$ cat src/hw/rtl/pdm_pkg.sv
package pdm_pkg;

	// Defaults for the top-level parameters.
	localparam int MAX_POINTS_DEF = 8;
	localparam int COORD_BITS_DEF = 16;

	// Fixed port widths.
	localparam int COORD_PORT_W = 16;
	localparam int IDX_PORT_W   = 3;
	localparam int DIST_W       = 17;

	typedef enum logic [3:0] {
		ST_IDLE,
		ST_RD_ROW,
		ST_ROW_CAP,
		ST_RD_COL,
		ST_DIFF,
		ST_SQR,
		ST_SUM,
		ST_ROOT,
		ST_EMIT
	} state_t;

endpackage

$ cat src/hw/rtl/pairwise_distance_matrix_3d.sv
// Pairwise Euclidean distance matrix of a small set of 3D points.
// A point word is taken at a rising edge where start is high and busy is low.
// Points are stored one after another; a word with last_point set closes the
// set, and the block then emits the N-by-N matrix of distances in row-major
// order, one result word per cycle of done, with row_index, col_index, the
// floor of the distance, last_result on the final entry and overflow when
// points beyond MAX_POINTS were dropped from this set.
// A point that does not close the set leaves the block idle and busy stays low.
// Each matrix entry passes through a read of the second point from the point
// store, the difference, square and sum stages, COORD_BITS + 1 steps of the
// digit-by-digit square root, and the state that shows the result. Each new
// row adds a read of the first point. Busy is high from the closing word
// until the last result has gone. The receiver cannot stall: each result is on
// the ports for exactly the one cycle in which done is high. Reset empties the
// set and clears the overflow mark; the contents of the point store are not
// cleared.
module pairwise_distance_matrix_3d #(
	parameter int MAX_POINTS = pdm_pkg::MAX_POINTS_DEF,
	parameter int COORD_BITS = pdm_pkg::COORD_BITS_DEF
) (
	input  logic                                      clk,
	input  logic                                      arst_n,
	input  logic                                      start,
	output logic                                      busy,
	input  logic signed [pdm_pkg::COORD_PORT_W-1:0]   point_x,
	input  logic signed [pdm_pkg::COORD_PORT_W-1:0]   point_y,
	input  logic signed [pdm_pkg::COORD_PORT_W-1:0]   point_z,
	input  logic                                      last_point,
	output logic                                      done,
	output logic        [pdm_pkg::IDX_PORT_W-1:0]     row_index,
	output logic        [pdm_pkg::IDX_PORT_W-1:0]     col_index,
	output logic        [pdm_pkg::DIST_W-1:0]         distance,
	output logic                                      last_result,
	output logic                                      overflow
);

	localparam int IDX_PORT_W = pdm_pkg::IDX_PORT_W;
	localparam int DIST_W     = pdm_pkg::DIST_W;
	localparam int IDX_W      = (MAX_POINTS > 1) ? $clog2(MAX_POINTS) : 1;
	localparam int CNT_W      = $clog2(MAX_POINTS + 1);
	localparam int PT_W       = 3 * COORD_BITS;
	localparam int SQ_W       = 2 * COORD_BITS;
	localparam int SUM_W      = SQ_W + 2;
	localparam int ROOT_W     = COORD_BITS + 1;
	localparam int REM_W      = ROOT_W + 1;
	localparam int TRY_W      = REM_W + 2;
	localparam int STEP_W     = $clog2(ROOT_W);

	pdm_pkg::state_t state_q, state_nx;

	logic [CNT_W-1:0]  cnt_q;
	logic              ovf_q;
	logic [IDX_W-1:0]  i_q, j_q;
	logic [STEP_W-1:0] step_q;

	logic [PT_W-1:0]   mem [MAX_POINTS];
	logic [PT_W-1:0]   rd_q;
	logic [PT_W-1:0]   row_q;
	logic [IDX_W-1:0]  rd_addr;
	logic              mem_we;
	logic              accept;
	logic              full;
	logic [IDX_W-1:0]  last_idx;
	logic              col_end, row_end;

	logic [COORD_BITS-1:0] dx_q, dy_q, dz_q;
	logic [SQ_W-1:0]       sx_q, sy_q, sz_q;
	logic [SUM_W-1:0]      rad_q;
	logic [REM_W-1:0]      rem_q;
	logic [ROOT_W-1:0]     root_q;

	logic [TRY_W-1:0] rem_sh, trial, rem_sub;
	logic             take;

	assign accept   = start && (state_q == pdm_pkg::ST_IDLE);
	assign full     = (cnt_q >= CNT_W'(MAX_POINTS));
	assign last_idx = IDX_W'(cnt_q - CNT_W'(1));
	assign col_end  = (j_q == last_idx);
	assign row_end  = (i_q == last_idx);

	// Absolute difference of two signed coordinates; fits COORD_BITS unsigned bits.
	function automatic logic [COORD_BITS-1:0] abs_diff(
		input logic [COORD_BITS-1:0] a,
		input logic [COORD_BITS-1:0] b
	);
		logic signed [COORD_BITS:0] d;
		d = $signed({a[COORD_BITS-1], a}) - $signed({b[COORD_BITS-1], b});
		if (d[COORD_BITS]) begin
			d = -d;
		end
		return d[COORD_BITS-1:0];
	endfunction

	// One step of the square root: bring down two radicand bits, try to subtract.
	always_comb begin
		rem_sh  = {rem_q, rad_q[SUM_W-1 -: 2]};
		trial   = TRY_W'({root_q, 2'b01});
		take    = (rem_sh >= trial);
		rem_sub = rem_sh - trial;
	end

	always_comb begin
		state_nx = state_q;
		unique case (state_q)
			pdm_pkg::ST_IDLE: begin
				if (accept && last_point) begin
					state_nx = pdm_pkg::ST_RD_ROW;
				end
			end
			pdm_pkg::ST_RD_ROW:  state_nx = pdm_pkg::ST_ROW_CAP;
			pdm_pkg::ST_ROW_CAP: state_nx = pdm_pkg::ST_DIFF;
			pdm_pkg::ST_RD_COL:  state_nx = pdm_pkg::ST_DIFF;
			pdm_pkg::ST_DIFF:    state_nx = pdm_pkg::ST_SQR;
			pdm_pkg::ST_SQR:     state_nx = pdm_pkg::ST_SUM;
			pdm_pkg::ST_SUM:     state_nx = pdm_pkg::ST_ROOT;
			pdm_pkg::ST_ROOT: begin
				if (step_q == STEP_W'(ROOT_W - 1)) begin
					state_nx = pdm_pkg::ST_EMIT;
				end
			end
			pdm_pkg::ST_EMIT: begin
				if (col_end && row_end) begin
					state_nx = pdm_pkg::ST_IDLE;
				end else if (col_end) begin
					state_nx = pdm_pkg::ST_RD_ROW;
				end else begin
					state_nx = pdm_pkg::ST_RD_COL;
				end
			end
			default: state_nx = pdm_pkg::ST_IDLE;
		endcase
	end

	always_comb begin
		busy    = 1'b1;
		done    = 1'b0;
		mem_we  = 1'b0;
		rd_addr = j_q;
		unique case (state_q)
			pdm_pkg::ST_IDLE: begin
				busy   = 1'b0;
				mem_we = accept && !full;
			end
			pdm_pkg::ST_RD_ROW: rd_addr = i_q;
			pdm_pkg::ST_EMIT:   done = 1'b1;
			default: ;
		endcase
	end

	assign row_index   = IDX_PORT_W'(i_q);
	assign col_index   = IDX_PORT_W'(j_q);
	assign distance    = DIST_W'(root_q);
	assign last_result = col_end && row_end;
	assign overflow    = ovf_q;

	always_ff @(posedge clk or negedge arst_n) begin
		if (!arst_n) begin
			state_q <= pdm_pkg::ST_IDLE;
			cnt_q   <= '0;
			ovf_q   <= 1'b0;
			i_q     <= '0;
			j_q     <= '0;
			step_q  <= '0;
		end else begin
			state_q <= state_nx;
			case (state_q)
				pdm_pkg::ST_IDLE: begin
					if (accept) begin
						if (full) begin
							ovf_q <= 1'b1;
						end else begin
							cnt_q <= cnt_q + CNT_W'(1);
						end
						i_q <= '0;
						j_q <= '0;
					end
				end
				pdm_pkg::ST_SUM: step_q <= '0;
				pdm_pkg::ST_ROOT: step_q <= step_q + STEP_W'(1);
				pdm_pkg::ST_EMIT: begin
					if (col_end && row_end) begin
						cnt_q <= '0;
						ovf_q <= 1'b0;
						i_q   <= '0;
						j_q   <= '0;
					end else if (col_end) begin
						i_q <= i_q + IDX_W'(1);
						j_q <= '0;
					end else begin
						j_q <= j_q + IDX_W'(1);
					end
				end
				default: ;
			endcase
		end
	end

	// Point store: one write port and one read port, read data registered.
	always_ff @(posedge clk) begin
		if (mem_we) begin
			mem[cnt_q[IDX_W-1:0]] <= {point_z[COORD_BITS-1:0], point_y[COORD_BITS-1:0],
				point_x[COORD_BITS-1:0]};
		end
		rd_q <= mem[rd_addr];
	end

	always_ff @(posedge clk) begin
		case (state_q)
			pdm_pkg::ST_ROW_CAP: row_q <= rd_q;
			pdm_pkg::ST_DIFF: begin
				dx_q <= abs_diff(row_q[COORD_BITS-1:0], rd_q[COORD_BITS-1:0]);
				dy_q <= abs_diff(row_q[2*COORD_BITS-1:COORD_BITS],
					rd_q[2*COORD_BITS-1:COORD_BITS]);
				dz_q <= abs_diff(row_q[PT_W-1:2*COORD_BITS], rd_q[PT_W-1:2*COORD_BITS]);
			end
			pdm_pkg::ST_SQR: begin
				sx_q <= SQ_W'(dx_q) * SQ_W'(dx_q);
				sy_q <= SQ_W'(dy_q) * SQ_W'(dy_q);
				sz_q <= SQ_W'(dz_q) * SQ_W'(dz_q);
			end
			pdm_pkg::ST_SUM: begin
				rad_q  <= SUM_W'(sx_q) + SUM_W'(sy_q) + SUM_W'(sz_q);
				rem_q  <= '0;
				root_q <= '0;
			end
			pdm_pkg::ST_ROOT: begin
				rad_q <= {rad_q[SUM_W-3:0], 2'b00};
				if (take) begin
					rem_q  <= REM_W'(rem_sub);
					root_q <= {root_q[ROOT_W-2:0], 1'b1};
				end else begin
					rem_q  <= REM_W'(rem_sh);
					root_q <= {root_q[ROOT_W-2:0], 1'b0};
				end
			end
			default: ;
		endcase
	end

endmodule
$ cat config.mk
export PLATFORM = sky130hd
export DESIGN_NAME = pairwise_distance_matrix_3d
export DESIGN_NICKNAME = d
export VERILOG_FILES = /design/src/hw/rtl/pdm_pkg.sv /design/src/hw/rtl/pairwise_distance_matrix_3d.sv
export SDC_FILE = /design/constraint.sdc
export NUM_CORES = 2
export LEC_CHECK = 0
export BUFFER_PORTS_ARGS = -buffer_cell sky130_fd_sc_hd__buf_2
export CAP_MARGIN = 30
export CORE_MARGIN = 8
export CORE_UTILIZATION = 65
export CTS_CLUSTER_SIZE = 28
export DETAILED_ROUTE_END_ITERATION = 8
export HOLD_SLACK_MARGIN = 0.05
export PLACE_DENSITY = 0.93
export SLEW_MARGIN = 5
export SYNTH_ARGS = -nofsm -noshare
export SYNTH_HDL_FRONTEND = slang
export SYNTH_SLANG_ARGS = --single-unit
$ cat constraint.sdc
create_clock -name clk -period 16 [get_ports clk]
set_input_delay 0.8 -clock clk [delete_from_list [all_inputs] [get_ports clk]]
set_output_delay 0.8 -clock clk [all_outputs]
set_load 0.05 [all_outputs]
==> flow_metrics.py <==
metrics = {
    "final_layout": {
        "nNetsFinal": 5480,
        "final_util_pct": 70.9,
        "layout-drive-gt1-share_pct": 9.07,
        "mostFrequentLayoutCells": "846 x inv_1, 642 x edfxtp_1, 521 x fa_1",
        "final.fill_count": 4753,
        "fin_cells": 5619,
        "final_common_cell": "inv_1",
        "synthToLayoutAreaGrowth_pct": 8.18,
    },
    "timing": {
        "fmax_mhz": 142,
        "hold_viol_final": 0,
        "final.setup.tns_ns": 0,
        "min_period_ns": 7.06,
        "drv_slew": 0,
        "setup_viol": 0,
        "clock_skew_ns": 0.0710,
        "worstMarginPinSlew_ns": 0.988,
        "rsz0062_at_grt": "no",
        "min_period_over_period_pct": 44.1,
        "slew_headroom_pct": 34.0,
    },
    "clock_tree": {
        "clockBufferDepth": 3,
        "clkLatencyLatePin_ns": 0.67,
        "root_buffer": "clkbuf_16",
        "path_clk_slew_ns": 0.07,
        "cts_tree": "done",
        "cts_setup_buffers": 0,
        "h-tree-depth": 3,
        "cts_inserted_buffers": 72,
        "cts_resized": 0,
        "cts_num_sinks": 710,
        "cts-hold-fix-buffers": 0,
    },
    "critical_path": {
        "regToRegEndpoint": "sy_q[30]",
        "critical_path.max_fanout": 15,
        "crit_top_cell": "inv_1",
        "setup.worst_path.start_class": "flop",
        "worstSetupPathDepth": 24,
        "required_ns": 16.39,
        "end_kind": "flop",
        "critPathArrivalTime_ns": 7.45,
        "regToRegSetupSlack_ns": 8.94,
        "worstPathCellList": "nand2_1 -> inv_1 -> fa_1 -> inv_1 -> fa_1 -> inv_1 -> fa_1 -> inv_1 -> fa_1 -> inv_1 -> fa_1 -> inv_1 -> fa_1 -> inv_1 -> ha_1 -> nor4_1 -> o2111ai_1 -> and4b_1 -> a311oi_1 -> nor3_1 -> a21boi_0 -> nand2_1 -> a41oi_1 -> xnor2_1",
        "crit_family": "adder cells",
        "critPathMaxStageDelay_ns": 0.65,
        "worstRegToRegCells": 24,
        "slowest_stage": "edfxtp_1",
        "path_class": "reg -> reg",
        "reg2reg_from": "dy_q[3]",
        "worst-path-buf-inv": 7,
    },
    "route": {
        "drc": 0,
        "dr.pass1.iters": 6,
        "vias": 34100,
        "drt-initial-drc-count": 3880,
        "wl_per_cell_um": 21.3,
        "routed_wl_um": 120000,
        "antenna_left": 0,
        "viasPerCell": 6.07,
    },
    "power_and_ir_drop": {
        "comb_power_share_pct": 0.5,
        "switchingPower_w": 0.000782,
        "irDropWorstVdd_mv": 0.0914,
        "power_leakage_nw": 25.3,
        "pwr_density_cell_nw_per_um2": 68.1,
        "finalPower_w": 0.00387,
        "switching_share_pct": 20.2,
        "intPower_w": 0.00309,
        "seq_power_share_pct": 51.8,
        "clockPowerShare_pct": 47.6,
    },
    "floorplan": {
        "die_area_um2": 90300,
        "pin_count": 79,
        "die_h_um": 300,
        "start_util_pct": 65.5,
        "core_area_um2": 80300,
        "fp-row-count": 104,
        "die_width_um": 300,
    },
    "grt": {
        "grt_first_pass_wirelength_um": 190000,
        "grt_usage_pct": 26.4,
        "overflow": 0,
        "grt_max_degree": 88,
        "antenna_found_initial": 8,
        "grt_pass1_vias": 36500,
    },
    "logic_synthesis": {
        "ys_async_sr_fraction_pct": 2.82,
        "yosysTopAreaCell": "edfxtp_1",
        "synth_cell_types": 77,
        "synthCells": 4430,
        "syn_area_um2": 52600,
        "avgSynthCellArea_um2": 11.9,
        "yosysSeqAreaShare_pct": 39.4,
        "yosysTopAreaCellShare_pct": 36.6,
        "ys_warn_count": 0,
        "synth_area_leaders": "edfxtp_1 37%, fa_1 20%, ha_1 9.7%",
        "synth_edf_count": 642,
        "synthFlopType": "edfxtp_1",
        "synth-seq-cells": 710,
    },
    "min_path": {
        "min_path_type": "in -> async",
    },
    "place": {
        "dp_hpwl_um": 80700,
        "port_buffers": 78,
        "placedCellCount": 5479,
        "gp_congestion": 0.946,
    },
    "status": {
        "outcome": "finished clean",
    },
    "job": {
        "cap_violations": 0,
    },
}
## worst max path at each step
stage               startpoint  endpoint  slack (ns)
floorplan              dz_q[8]  sz_q[31]        9.55
global placement       dz_q[1]  sz_q[31]        9.27
detailed placement     dz_q[1]  sz_q[31]        9.06
CTS                    dz_q[1]  sz_q[31]        8.98
global route           dy_q[3]  sy_q[30]        8.60
finish                 dy_q[3]  sy_q[30]        8.94
## per-layer routing
metal  vias to the layer above  track usage (%)  wire length [um]
met5                         -                0                33
met4                         6             12.0              6030
met3                       479             4.79              9130
met2                      1807             46.4             61600
met1                     16900             31.5             43000
li1                      14900                -                 -
## sequential cells by signal, indices dropped and copies added (netlist names), 4 cells and up
signal    cells
mem         384
rd_q         48
row_q        48
rad_q        34
sx_q         31
sy_q         31
sz_q         31
rem_q        18
distance     17
dx_q         16
dy_q         16
dz_q         16
step_q        5
cnt_q         4
state_q       4
## cell type report
| class | instances | area (um^2) | share of cell area [%] |
|---|---|---|---|
| inverters | 847 | 3180 | 5.59 |
| flip-flops and latches | 710 | 20700 | 36.4 |
| multi-input cells | 2762 | 28400 | 49.9 |
| well taps | 1060 | 1330 | 2.33 |
| diodes | 4 | 10.0 | 0.0176 |
| clock inverters | 45 | 699 | 1.23 |
| repair buffers | 105 | 673 | 1.18 |
| clock buffers | 86 | 1900 | 3.35 |
## synthesized netlist by cell type (20+ instances only)
cell / n
and2_1: 138
xnor2_1: 151
nor3_1: 37
a21o_1: 85
o21ai_0: 93
fa_1: 521
dfrtp_1: 20
xor2_1: 79
nand3_1: 46
mux2_2: 57
o21a_1: 43
nand2_1: 320
nand2b_1: 31
dfxtp_1: 48
and3_1: 20
ha_1: 409
nor2b_1: 41
inv_1: 846
mux4_2: 96
edfxtp_1: 642
nor2_1: 197
clkbuf_1: 102
a21oi_1: 162
## power groups by stage
stage,sequential (W),combinational (W),clock (W)
CTS,0.00201,0.0000201,0.00185
global placement,0.00205,0.0000170,0
floorplan,0.00205,0.00000110,0
global route,0.00201,0.0000225,0.00192
finish,0.00201,0.0000208,0.00184
detailed placement,0.00205,0.0000196,0
## kinds of logic (layout without fill, tap and decap cells)
family	after synthesis	after routing	share of synthesized area (%)
mux	169	169	5.63
flops	710	710	39.4
fa+ha+maj	930	930	29.6
other cells	1	7	0.00713
xor+xnor	230	230	3.83
simple gates	905	905	8.25
compound gates	525	525	6.43
buf+inv	960	1083	6.86
## metrics by stage
step	worst slack [ns]	hold slack [ns]	area [um^2]
6_report	8.94	0.0816	56900
5_1_grt	8.60	0.104	56900
4_1_cts	8.98	0.0840	56800
3_5_place_dp	9.06	0.415	54200
3_3_place_gp	9.27	0.412	54200
2_1_floorplan	9.55	0.408	52600
Power figures use the tool's default switching activity.
